<file path="src/rtl/assert_macros.svh">
// Assertion macros used by the top level of the MAC learning table.
`ifndef ASSERT_MACROS_SVH
`define ASSERT_MACROS_SVH

// Property checked on every rising clk edge, masked while rst is high.
`define ASSERT_CLK(label, prop, msg) \
  label: assert property (@(posedge clk) disable iff (rst) (prop)) else $error(msg);

// Implication checked on every rising clk edge, masked while rst is high.
`define ASSERT_IMPLIES(label, cond, prop, msg) \
  `ASSERT_CLK(label, (cond) |-> (prop), msg)

`endif

</file>
<file path="src/rtl/mlt_pkg.sv">
// Types and constants of the MAC learning table.
package mlt_pkg;

  localparam int PORT_COUNT = 16;

  localparam logic [7:0] AGE_LIMIT_RESET = 8'd30;
  localparam logic [7:0] AGE_MAX         = 8'hFF;
  localparam logic [8:0] COUNT_MAX       = 9'h1FF;

  localparam logic [1:0] OP_LOOKUP = 2'd0;
  localparam logic [1:0] OP_LEARN  = 2'd1;
  localparam logic [1:0] OP_TICK   = 2'd2;

  localparam logic [1:0] ST_OK      = 2'd0;
  localparam logic [1:0] ST_ADDED   = 2'd1;
  localparam logic [1:0] ST_UPDATED = 2'd2;
  localparam logic [1:0] ST_FULL    = 2'd3;

  typedef struct packed {
    logic        valid;
    logic [7:0]  age;
    logic [3:0]  port;
    logic [47:0] addr;
  } entry_t;

  typedef struct packed {
    logic   match;
    logic   free;
    logic   wr_en;
    logic   removed;
    entry_t wr_entry;
  } scan_info_t;

  typedef enum logic [2:0] {
    S_CLEAR,
    S_IDLE,
    S_SCAN,
    S_DRAIN,
    S_FINISH,
    S_RESULT
  } state_t;

endpackage

</file>
<file path="src/rtl/mlt_entry_update.sv">
// Per-entry evaluation: address match, free slot and aging write-back.
module mlt_entry_update import mlt_pkg::*; (
  input  logic [1:0]  op,
  input  logic [47:0] addr,
  input  logic [7:0]  age_limit,
  input  entry_t      rd_entry,
  output scan_info_t  info
);

  logic [7:0] age_inc;
  logic       expire;

  always_comb begin
    age_inc = (rd_entry.age == AGE_MAX) ? rd_entry.age : rd_entry.age + 8'd1;
    expire  = (age_inc >= age_limit);

    info.match          = rd_entry.valid && (rd_entry.addr == addr);
    info.free           = !rd_entry.valid;
    info.wr_en          = (op == OP_TICK) && rd_entry.valid;
    info.removed        = (op == OP_TICK) && rd_entry.valid && expire;
    info.wr_entry       = rd_entry;
    info.wr_entry.age   = age_inc;
    info.wr_entry.valid = !expire;
  end

endmodule

</file>
<file path="config.mk">
export PLATFORM = sky130hd
export DESIGN_NAME = mlt_entry_update
export DESIGN_NICKNAME = d
export VERILOG_FILES = /design/src/rtl/assert_macros.svh /design/src/rtl/mlt_pkg.sv /design/src/rtl/mlt_entry_update.sv
export SDC_FILE = /design/constraint.sdc
export NUM_CORES = 1
export LEC_CHECK = 0
export BUFFER_PORTS_ARGS = -buffer_cell sky130_fd_sc_hd__buf_4
export CAP_MARGIN = 20
export CELL_PAD_IN_SITES_DETAIL_PLACEMENT = 1
export CELL_PAD_IN_SITES_GLOBAL_PLACEMENT = 1
export CORE_MARGIN = 2
export CORE_UTILIZATION = 20
export DETAILED_ROUTE_END_ITERATION = 8
export PLACE_DENSITY_LB_ADDON = 0.1
export SLEW_MARGIN = 5
export SYNTH_ARGS = -nofsm -noshare
export SYNTH_HDL_FRONTEND = slang
export SYNTH_SLANG_ARGS = --single-unit
export TNS_END_PERCENT = 10
</file>
<file path="constraint.sdc">
create_clock -name vclk -period 4.8
set_clock_uncertainty 0.15 [all_clocks]
set_input_delay 0.48 -clock vclk [all_inputs]
set_output_delay 0.48 -clock vclk [all_outputs]
set_load 0.005 [all_outputs]
</file>
==> impl_metrics.prom <==
# TYPE chip_impl_metric gauge
chip_impl_metric{name="critical_path.max_stage_delay",unit="ns"} 0.32
chip_impl_metric{name="finalHoldViolations",unit=""} 0
chip_impl_metric{name="global_route.usage.total",unit="%"} 12.2
chip_impl_metric{name="cts_repair_resize_count",unit=""} 0
chip_impl_info{name="setup.worst_path.class",value="input pin to output port"} 1
chip_impl_info{name="hold_class",value="input pin to output port"} 1
chip_impl_metric{name="worst-path-buf-inv",unit=""} 2
chip_impl_info{name="status",value="completed"} 1
chip_impl_metric{name="layout_worst_path_cycle_share",unit="%"} 70.2
chip_impl_metric{name="grt.met2_usage",unit="%"} 23.6
chip_impl_metric{name="ant_nets",unit=""} 0
chip_impl_metric{name="post_synth.cell_area_avg",unit="um^2"} 7.66
chip_impl_metric{name="synth_seq_area_share",unit="%"} 0
chip_impl_metric{name="syn-cell-area",unit="mm^2"} 0.00130
chip_impl_metric{name="finalNetCount",unit=""} 424
chip_impl_metric{name="finalWorstPathRequiredPeriod",unit="ns"} 3.37
chip_impl_metric{name="cp.arrival",unit="ns"} 2.74
chip_impl_metric{name="drc",unit=""} 0
chip_impl_metric{name="post-cts-setup-buffers",unit=""} 0
chip_impl_metric{name="initial_antenna_violation_count",unit=""} 0
chip_impl_info{name="cp_slowest_cell",value="a211oi_1"} 1
chip_impl_metric{name="floorplan.die.height",unit="um"} 84.7
chip_impl_metric{name="groute.layer.met1.usage",unit="%"} 13.9
chip_impl_metric{name="power_density",unit="mW/mm^2"} 84.1
chip_impl_metric{name="seq_cells",unit=""} 0
chip_impl_metric{name="max_slew.worst_pin.slew",unit="ns"} 0.342
chip_impl_metric{name="detail_route.wirelength",unit="um"} 4850
chip_impl_metric{name="synth-warning-count",unit=""} 0
chip_impl_metric{name="die_boundary_width",unit="um"} 84.7
chip_impl_metric{name="critical_path.max_fanout",unit=""} 6
chip_impl_metric{name="critical_path_required",unit="ns"} 4.17
chip_impl_metric{name="syn_nets",unit=""} 298
chip_impl_metric{name="detailroute.via_count",unit=""} 1481
chip_impl_metric{name="tns",unit="ns"} 0
chip_impl_metric{name="report.final.setup_viol",unit=""} 0
chip_impl_metric{name="layout.area.seq",unit="um^2"} 0
chip_impl_info{name="rsz0062_at_grt",value="no"} 1
chip_impl_metric{name="n_clock_buffer",unit=""} 0
chip_impl_metric{name="die_area",unit="mm^2"} 0.00717
chip_impl_metric{name="timing_max_transition_violations_final",unit=""} 0
chip_impl_metric{name="initial_utilization",unit="%"} 20.6
chip_impl_metric{name="post_drt_wl_per_cell",unit="um"} 13.1
chip_impl_metric{name="post-route-worst-setup-slack",unit="ns"} 1.43
chip_impl_metric{name="gpl_wtd_cong",unit=""} 0.755
chip_impl_metric{name="post_drt_via_cell_ratio",unit=""} 3.99
chip_impl_metric{name="core-area",unit="mm^2"} 0.00631
chip_impl_info{name="cpLargestDelayFamily",value="simple AND/OR/NAND/NOR gates"} 1
chip_impl_metric{name="static-leakage-power",unit="uW"} 0.00126
chip_impl_metric{name="postSynthCellCount",unit=""} 170
chip_impl_metric{name="port_bufs",unit=""} 176
chip_impl_metric{name="yosysUniqueCellTypes",unit=""} 28
chip_impl_metric{name="timing.slew.headroom",unit="%"} 77.0
chip_impl_metric{name="cts_hold_buf",unit=""} 0
chip_impl_info{name="category_of_the_worst_setup_path_launch_point",value="input pin"} 1
chip_impl_metric{name="final.fill_count",unit=""} 789
chip_impl_info{name="timing.critical_path.cells",value="buf_4, ha_1, nand2_1, and2b_1, nand3_2, xnor2_1, ha_1, nand2b_1, a21o_1, a211oi_1, o31a_1, nor3_1, buf_4"} 1
chip_impl_metric{name="met3_usage",unit="%"} 3.74
chip_impl_metric{name="drv_cap",unit=""} 0
chip_impl_info{name="worst_setup_path_end_kind",value="output port"} 1
chip_impl_metric{name="antenna_cells_inserted",unit=""} 0
chip_impl_metric{name="power.ir.vdd_worst",unit="mV"} 0.0315
chip_impl_metric{name="achievable_clock_frequency",unit="MHz"} 297
chip_impl_metric{name="placement_rows",unit=""} 29
chip_impl_info{name="busiest_layer",value="met2"} 1
chip_impl_metric{name="boundaryPins",unit=""} 184
chip_impl_metric{name="dp_slack",unit="ns"} 1.40
chip_impl_metric{name="total_global_routing_overflow",unit=""} 0
chip_impl_metric{name="fraction_of_final_layout_cells_sized_beyond_drive_strength_1",unit="%"} 61.9
chip_impl_metric{name="firstDrtPassIters",unit=""} 2
chip_impl_metric{name="initialDrtViolationCount",unit=""} 3
chip_impl_metric{name="largest_net_degree_at_the_start_of_global_routing",unit=""} 7
chip_impl_metric{name="grt_pass1_vias",unit=""} 1587
chip_impl_metric{name="flow.area_growth_from_synthesis",unit="%"} 78.9
chip_impl_metric{name="dp_hpwl",unit="um"} 4700
chip_impl_metric{name="global_route_wire_length_before_repair",unit="um"} 7380
final timing paths:
kind / startpoint / end / cells after the start
hold / removal: rd_entry[51] / info[51] / 0
setup / recovery: rd_entry[52] / info[61] / 13
cell type report:
class | instances | area (um^2) | share of cell area (%)
timing repair buffer | 176 | 1320 | 56.7
multi-input combinational | 107 | 871 | 37.4
tap | 77 | 96.3 | 4.14
inverter | 11 | 41.3 | 1.77
stage by stage:
step	hold WS [ns]	power, uW	util (%)	area [um^2]	instances
after CTS	0.810	200	36.9	2330	371
final	0.810	196	36.9	2330	371
after detailed placement	0.810	199	36.9	2330	371
after floorplan	0.830	89.9	-	1300	170
after global placement	0.810	198	36.9	2330	371
after global routing	0.810	216	36.9	2330	371
per-layer routing:
metal	wire (um)	share of wire [%]
met1	1740	36
met2	2560	53
met3	559	12
met4	0	0
met5	0	0
logic make-up (layout without fill, tap and decap cells):
group | Yosys count | count (layout) | share of synthesized area (%)
AO/OA/AOI/OAI | 11 | 11 | 6.63
XOR/XNOR | 50 | 50 | 34.2
multiplexers | 2 | 2 | 1.73
adder cells (fa/ha/maj) | 9 | 9 | 8.65
AND/OR/NAND/NOR | 35 | 35 | 15.7
buffers and inverters | 63 | 187 | 33.1
cell usage after synthesis:
library cell / n / area share (%)
a2111oi_2: 1 / 1.2
a211o_1: 1 / 0.67
a211oi_1: 1 / 0.58
a21o_1: 3 / 1.7
a21oi_1: 2 / 0.77
and2b_1: 1 / 0.58
and3_1: 2 / 0.96
buf_4: 52 / 30
ha_1: 9 / 8.6
inv_1: 9 / 2.6
inv_2: 2 / 0.58
mux2_1: 2 / 1.7
nand2_1: 5 / 1.4
nand2b_1: 1 / 0.48
nand3_1: 3 / 1.2
nand3_2: 1 / 0.77
nand4_1: 6 / 2.9
nor2_1: 3 / 0.86
nor2b_1: 1 / 0.48
nor3_1: 2 / 0.77
nor4_1: 9 / 4.3
nor4_2: 1 / 0.96
o21a_1: 1 / 0.58
o22ai_1: 1 / 0.48
o31a_1: 1 / 0.67
xnor2_1: 10 / 6.7
xor2_1: 39 / 26
xor2_2: 1 / 1.2
report_power, final:
| group | switching [uW] | leakage, uW | internal [uW] | total [uW] |
|---|---|---|---|---|
| registers | 0 | 0 | 0 | 0 |
| clock network | 0 | 0 | 0 | 0 |
| logic | 70.8 | 0.00126 | 125 | 196 |
placed cells by master, fill, tap and decap left out, drive strengths merged, types with 4 or more instances in the layout:
| cell | Yosys | final |
|---|---|---|
| nand3 | 4 | 4 |
| ha | 9 | 9 |
| xnor2 | 10 | 10 |
| nand4 | 6 | 6 |
| xor2 | 40 | 40 |
| nand2 | 5 | 5 |
| nor4 | 10 | 10 |
| inv | 11 | 11 |
| buf | 52 | 176 |
Note: power is estimated with default switching activity, not from simulation.
